==> config.mk <==
export PLATFORM = sky130hd
export DESIGN_NAME = stream_k_smallest_select_top
export DESIGN_NICKNAME = d
export VERILOG_FILES = /design/src/design/sks_pkg.sv /design/src/design/stream_k_smallest_select_top.sv /design/src/design/sks_ctrl.sv /design/src/design/sks_datapath.sv
export VERILOG_INCLUDE_DIRS = /design/src /design/src/design
export SDC_FILE = /design/constraint.sdc
export NUM_CORES = 2
export LEC_CHECK = 0
export BUFFER_PORTS_ARGS = -buffer_cell sky130_fd_sc_hd__buf_2
export CAP_MARGIN = 20
export CORE_UTILIZATION = 26
export CTS_CLUSTER_SIZE = 20
export DETAILED_ROUTE_END_ITERATION = 8
export GPL_TIMING_DRIVEN = 0
export PLACE_DENSITY = 0.48
export SLEW_MARGIN = 20
export SYNTH_ARGS = -nofsm -noshare
export SYNTH_HDL_FRONTEND = slang
export SYNTH_SLANG_ARGS = --single-unit
export TNS_END_PERCENT = 50
==> constraint.sdc <==
create_clock -name clk_i -period 11.11 [get_ports clk_i]
set_input_delay 0.5555 -clock clk_i [delete_from_list [all_inputs] [get_ports clk_i]]
set_output_delay 0.5555 -clock clk_i [all_outputs]
set_load 0.02 [all_outputs]
==> src/design/stream_k_smallest_select_top_assert.svh <==
// assertion macros for the streaming k-smallest selector
`ifndef STREAM_K_SMALLEST_SELECT_TOP_ASSERT_SVH
`define STREAM_K_SMALLEST_SELECT_TOP_ASSERT_SVH

// same-cycle implication, checked out of reset
`define SKS_ASSERT_NOW(lbl, ante, cons) \
  lbl: assert property (@(posedge clk_i) disable iff (!rst_ni) (ante) |-> (cons)) \
    else $error("assertion failed: same-cycle rule");

// next-cycle implication, checked out of reset
`define SKS_ASSERT_NEXT(lbl, ante, cons) \
  lbl: assert property (@(posedge clk_i) disable iff (!rst_ni) (ante) |=> (cons)) \
    else $error("assertion failed: next-cycle rule");

`endif

==> src/design/sks_pkg.sv <==
// shared types and constants for the streaming k-smallest selector
package sks_pkg;

  localparam int VALUE_W      = 30;
  localparam int KEEP_W       = 5;
  localparam int MAX_KEEP_DEF = 16;
  localparam logic [KEEP_W-1:0] KEEP_RESET = 5'd16;

  typedef struct packed {
    logic [VALUE_W-1:0] value;
    logic               last_item;
  } sks_in_t;

  typedef struct packed {
    logic [VALUE_W-1:0] smallest_value;
    logic               end_of_list;
  } sks_out_t;

  typedef struct packed {
    logic insert;
    logic shift;
  } sks_cmd_t;

  typedef struct packed {
    logic one_left;
  } sks_stat_t;

  typedef enum logic [1:0] {
    ST_IDLE = 2'b01,
    ST_EMIT = 2'b10
  } sks_state_e;

endpackage

==> src/design/stream_k_smallest_select_top.sv <==
// top level of the streaming k-smallest selector
// Usage:
//   Input: drive item_i and raise start; the transaction is taken at a rising
//   edge where start is high and busy is low. Each item is sorted into a chain
//   of compare cells at the edge that takes it, so a new item can follow every
//   cycle while busy stays low.
//   Config: cfg_we_i with cfg_wdata_i writes keep_count (reset 16, 0 acts as
//   1, values above MAX_KEEP act as MAX_KEEP); write only while not busy.
//   Output: after an item with last_item set, busy rises in the next cycle and
//   the n held values (n = min(items in the set, keep count)) appear in
//   ascending order, one per cycle on result_o with result_valid_o high;
//   end_of_list marks the final one. busy falls after the last result, and
//   the held count is cleared for the next set.
//   Readout: the first result appears in the cycle after the last item is taken;
//   all results leave through the single readout head of the cell chain.
//   The receiver cannot stall; each result is valid for exactly one cycle.
//   Reset: the held count clears, keep_count returns to 16, busy is low.
module stream_k_smallest_select_top #(
  parameter int MAX_KEEP = sks_pkg::MAX_KEEP_DEF
) (
  input  logic                       clk_i,
  input  logic                       rst_ni,
  input  logic                       start,
  output logic                       busy,
  input  sks_pkg::sks_in_t           item_i,
  input  logic                       cfg_we_i,
  input  logic [sks_pkg::KEEP_W-1:0] cfg_wdata_i,
  output logic                       result_valid_o,
  output sks_pkg::sks_out_t          result_o
);

  sks_pkg::sks_cmd_t           cmd;
  sks_pkg::sks_stat_t          stat;
  logic [sks_pkg::VALUE_W-1:0] head;

  sks_ctrl u_ctrl (
    .clk_i       (clk_i),
    .rst_ni      (rst_ni),
    .start_i     (start),
    .last_item_i (item_i.last_item),
    .stat_i      (stat),
    .cmd_o       (cmd),
    .busy_o      (busy)
  );

  sks_datapath #(
    .MAX_KEEP (MAX_KEEP)
  ) u_datapath (
    .clk_i       (clk_i),
    .rst_ni      (rst_ni),
    .cfg_we_i    (cfg_we_i),
    .cfg_wdata_i (cfg_wdata_i),
    .value_i     (item_i.value),
    .cmd_i       (cmd),
    .stat_o      (stat),
    .head_o      (head)
  );

  assign result_valid_o          = cmd.shift;
  assign result_o.smallest_value = head;
  assign result_o.end_of_list    = stat.one_left;

`include "stream_k_smallest_select_top_assert.svh"

  `SKS_ASSERT_NOW(a_result_while_busy, result_valid_o, busy)
  `SKS_ASSERT_NEXT(a_plain_item_no_result, start && !busy && !item_i.last_item,
                   !result_valid_o)
  `SKS_ASSERT_NEXT(a_last_item_starts_list, start && !busy && item_i.last_item,
                   result_valid_o)
  `SKS_ASSERT_NEXT(a_end_releases_busy, result_valid_o && result_o.end_of_list, !busy)

endmodule

==> src/design/sks_ctrl.sv <==
// controller: accepts transactions and sequences the sorted readout
module sks_ctrl (
  input  logic              clk_i,
  input  logic              rst_ni,
  input  logic              start_i,
  input  logic              last_item_i,
  input  sks_pkg::sks_stat_t stat_i,
  output sks_pkg::sks_cmd_t  cmd_o,
  output logic              busy_o
);

  sks_pkg::sks_state_e state_q, state_d;

  always_comb begin
    state_d      = state_q;
    cmd_o.insert = 1'b0;
    cmd_o.shift  = 1'b0;
    unique case (state_q)
      sks_pkg::ST_IDLE: begin
        if (start_i) begin
          cmd_o.insert = 1'b1;
          if (last_item_i) state_d = sks_pkg::ST_EMIT;
        end
      end
      sks_pkg::ST_EMIT: begin
        cmd_o.shift = 1'b1;
        if (stat_i.one_left) state_d = sks_pkg::ST_IDLE;
      end
      default: state_d = sks_pkg::ST_IDLE;
    endcase
  end

  assign busy_o = (state_q == sks_pkg::ST_EMIT);

  always_ff @(posedge clk_i or negedge rst_ni) begin
    if (!rst_ni) begin
      state_q <= sks_pkg::ST_IDLE;
    end else begin
      state_q <= state_d;
    end
  end

endmodule

==> src/design/sks_datapath.sv <==
// datapath: sorted chain of compare cells, held count and keep register
module sks_datapath #(
  parameter int MAX_KEEP = sks_pkg::MAX_KEEP_DEF
) (
  input  logic                        clk_i,
  input  logic                        rst_ni,
  input  logic                        cfg_we_i,
  input  logic [sks_pkg::KEEP_W-1:0]  cfg_wdata_i,
  input  logic [sks_pkg::VALUE_W-1:0] value_i,
  input  sks_pkg::sks_cmd_t           cmd_i,
  output sks_pkg::sks_stat_t          stat_o,
  output logic [sks_pkg::VALUE_W-1:0] head_o
);

  localparam int CW = $clog2(MAX_KEEP + 1);
  localparam int KW = (CW > sks_pkg::KEEP_W) ? CW : sks_pkg::KEEP_W;

  logic [sks_pkg::KEEP_W-1:0]  keep_q;
  logic [CW-1:0]               count_q, count_d;
  logic [sks_pkg::VALUE_W-1:0] cell_q [MAX_KEEP];
  logic [KW-1:0]               keep_ext;
  logic [CW-1:0]               keep_eff, count_eff;
  logic [MAX_KEEP-1:0]         gt;

  assign keep_ext = KW'(keep_q);

  always_comb begin
    if (keep_ext == '0) begin
      keep_eff = CW'(1);
    end else if (keep_ext > KW'(MAX_KEEP)) begin
      keep_eff = CW'(MAX_KEEP);
    end else begin
      keep_eff = CW'(keep_ext);
    end
  end

  assign count_eff = (count_q > keep_eff) ? keep_eff : count_q;

  for (genvar g = 0; g < MAX_KEEP; g++) begin : g_cell
    logic [sks_pkg::VALUE_W-1:0] ins_val, shf_val;
    logic                        we;

    // empty cells count as larger than any value
    assign gt[g] = (CW'(g) >= count_eff) || (cell_q[g] > value_i);
    assign we    = (CW'(g) <= count_eff) && (CW'(g) < keep_eff);

    if (g == 0) begin : g_first
      assign ins_val = gt[g] ? value_i : cell_q[g];
    end else begin : g_rest
      assign ins_val = gt[g] ? (gt[g-1] ? cell_q[g-1] : value_i) : cell_q[g];
    end

    if (g == MAX_KEEP - 1) begin : g_top
      assign shf_val = cell_q[g];
    end else begin : g_mid
      assign shf_val = cell_q[g+1];
    end

    always_ff @(posedge clk_i) begin
      if (cmd_i.insert && we) begin
        cell_q[g] <= ins_val;
      end else if (cmd_i.shift) begin
        cell_q[g] <= shf_val;
      end
    end
  end

  always_comb begin
    count_d = count_q;
    if (cmd_i.insert) begin
      count_d = (count_eff < keep_eff) ? count_eff + CW'(1) : count_eff;
    end else if (cmd_i.shift) begin
      count_d = count_q - CW'(1);
    end
  end

  always_ff @(posedge clk_i or negedge rst_ni) begin
    if (!rst_ni) begin
      count_q <= '0;
      keep_q  <= sks_pkg::KEEP_RESET;
    end else begin
      count_q <= count_d;
      if (cfg_we_i) keep_q <= cfg_wdata_i;
    end
  end

  assign stat_o.one_left = (count_q == CW'(1));
  assign head_o          = cell_q[0];

endmodule

==> qor.csv <==
metric;value;unit
status;finished clean;
setup_tns;0;ns
top_usage_layer;met2;
ys_seq_area_frac;0.3998;
fmax;146.0;MHz
n_fill_cell;14810;
drive_gt1_frac;0.07935;
maxSlewViolCount;0;
tightest_slew;1.265;ns
finalCritPeriodShare;0.6167;
multi_input_area;0.02052;mm²
postCtsSetupBuffers;0;
insertion_delay;0.65;ns
start_kind;register;
ys_async_sr_fraction;0.02439;
coreArea;0.1400;mm²
skew;0.02855;ns
final_util;0.2992;
wl;152000;µm
final_nets;4543;
grt_overflow;0;
crit_fanout;10;
powerDensity;262.6;mW/mm²
fin_crit;6.851;ns
yosysUniqueCellTypes;75;
grt_pass1_vias;32190;
clk_path_buf_depth;3;
cts_tree;yes;
wl_per_cell;25.62;µm
cp.required;11.44;ns
grt.met2_usage;0.3400;
syn_nets;4398;
first_pass_iters;6;
netlist_area;0.03681;mm²
ys_ff_latch;492;
startpoint;u_datapath.keep_ext[4]$_DFFE_PN1P_;
grt.total_usage;0.2091;
reg2reg_from;u_datapath.keep_ext[4]$_DFFE_PN1P_;
cp-end-kind;register;
route.detailed.drc;0;
vias;32290;
synth_edf_count;480;
timing.slew.headroom;0.1567;
min_from;cfg_wdata_i[4];
antenna_found_initial;2;
place_ws;4.170;ns
num_rows;137;
ctsHoldBuffers;1;
yosys_warnings;0;
setup_ws;4.259;ns
dr.first_iter.drc_count;2958;
ant_nets;0;
cts_resized;0;
grt_use_met3;0.02843;
io_buffers;42;
die_area;0.1431;mm²
path_clk_slew;0.05;ns
yosys.area.top_type;edfxtp_1;
crit_type;reg -> reg;
synth.most_common_cell;ha_1;
syn_avg_cell_area;9.526;µm²
synth_flop_cell;edfxtp_1;
gr-usage-met1;0.2763;
root_buffer;clkbuf_16;
netlist_instances;3864;
h-tree-depth;3;
fp.dieW;378.3;µm
cts_made_buffers;67;
area_growth;13.85;%
clkSinkCount;492;
rsz0062_at_grt;false;
io_pins;73;
synth_commonest_cells;ha_1, edfxtp_1, nand2_1, nor2_1, o21ai_0;
netlist.area_leader.share;0.3916;
regArea;0.01472;mm²
p_leak;16.11;nW
dp_hpwl;126000;µm
worstHoldPathType;in -> reg;
finalSetupViolCount;0;
critPathArrivalTime;7.19;ns
place_congestion;0.9396;
via_per_inst;5.440;
grt_max_degree;31;
max-cap-violations;0;
chipHeight;378.3;µm
hold_violations;0;
start_util;0.2628;
power;11.00;mW
synth_area_leaders;edfxtp_1, ha_1, nand2_1;
grt_pass1_wl;216800;µm
ir_drop;0.1329;mV
sequential cells by signal, indices dropped and copies added (netlist names):
| name | flops |
|---|---|
| u_datapath.keep_ext | 5 |
| u_datapath.count_q | 5 |
| u_ctrl.state_q | 2 |
| u_datapath.cell_q | 480 |
logic make-up after synthesis:
group / count (synthesis) / synth area share
DFF: 492 / 0.3998
xor gates and xnor gates: 6 / 0.001428
AOI/OAI and AO/OA: 1097 / 0.1940
adders and majority gates: 494 / 0.1679
muxes: 123 / 0.03464
buffers and inverters: 391 / 0.04647
and+or+nand+nor: 1261 / 0.1557
through the flow:
stage / hold WS (ns) / cells / area, µm²
after detailed placement: 0.4589 / 5813 / 39870
after global placement: 0.4589 / 5782 / 39360
after global routing: 0.1778 / 5934 / 41900
final: 0.1541 / 5935 / 41900
after CTS: 0.1269 / 5932 / 41870
after floorplan: 0.2599 / 3864 / 36810
layer usage:
metal / part of all wire / wire length (µm)
met1: 0.44 / 66720
met2: 0.46 / 69290
met3: 0.062 / 9494
met4: 0.043 / 6531
met5: 0 / 0
where the power goes:
group | switching, mW | total [mW] | leakage (nW) | internal, mW
logic | 3.43 | 5.46 | 10.6 | 2.03
registers | 0.466 | 3.47 | 4.57 | 3.00
clock network | 0.911 | 2.07 | 0.965 | 1.16
layout make-up:
class	instances	area share
antenna	1	0.00005972
buffer	300	0.03284
clock buffer	91	0.04318
clock inverter	27	0.004180
inverter	91	0.008151
multi-input combinational	2981	0.4898
sequential	492	0.3512
tap	1876	0.05602
timing repair buffer	76	0.01457
worst paths after layout:
path | slack (ns) | endpoint | cells past startpoint
worst max register to register | 4.26 | u_datapath.cell_q[1][76]$_DFFE_PP_ | 21
worst min register to register | 0.58 | u_datapath.cell_q[1][200]$_DFFE_PP_ | 2
worst min-delay path | 0.15 | u_datapath.keep_ext[4]$_DFFE_PN1P_ | 3
max in group asynchronous | 10.48 | u_datapath.keep_ext[4]$_DFFE_PN1P_ | 2
worst max-delay path | 4.26 | u_datapath.cell_q[1][76]$_DFFE_PP_ | 21
min in group asynchronous | 0.35 | u_ctrl.state_q[1]$_DFFE_PN0P_ | 2
critical path, stage by stage (launching register included):
cell and delay, ns:
dfstp_2 0.55, clkbuf_1 0.44, nor2_1 0.19, inv_1 0.13, ha_1 0.14, and4_1 0.22, and2_1 0.13, clkbuf_1 0.32
o21ai_0 0.20, and2_1 0.19, clkbuf_1 0.27, inv_1 0.45, ha_1 0.42, a21oi_4 0.15, o21ai_2 0.40, clkbuf_1 0.41
nor2_1 0.14, o41ai_2 0.75, buf_2 0.33, buf_2 0.24, buf_2 0.23, buf_2 0.24
cell usage in the layout (no fill, tap or decap), types with 7 or more instances in the layout:
master / n
o31a_1: 7
buf_4: 47
a211oi_1: 8
a22oi_1: 17
clkbuf_1: 229
clkbuf_16: 69
dfrtp_1: 10
a21oi_1: 214
buf_2: 90
mux2_2: 32
ha_1: 494
nor4_1: 17
and3_1: 7
and2_1: 14
nor3_1: 30
o21a_1: 10
a221o_1: 101
a221oi_1: 26
edfxtp_1: 480
o31ai_1: 7
o211ai_1: 121
nand3_1: 207
nor2_1: 308
nand4_1: 83
inv_1: 86
clkinv_1: 17
nand2_1: 471
buf_6: 10
a31oi_1: 153
a21boi_0: 10
and4_1: 19
o21ai_1: 72
nand2b_1: 16
a21o_1: 47
mux2i_1: 90
or3_1: 65
o21ai_0: 249
(Power assumes the default switching activity.)
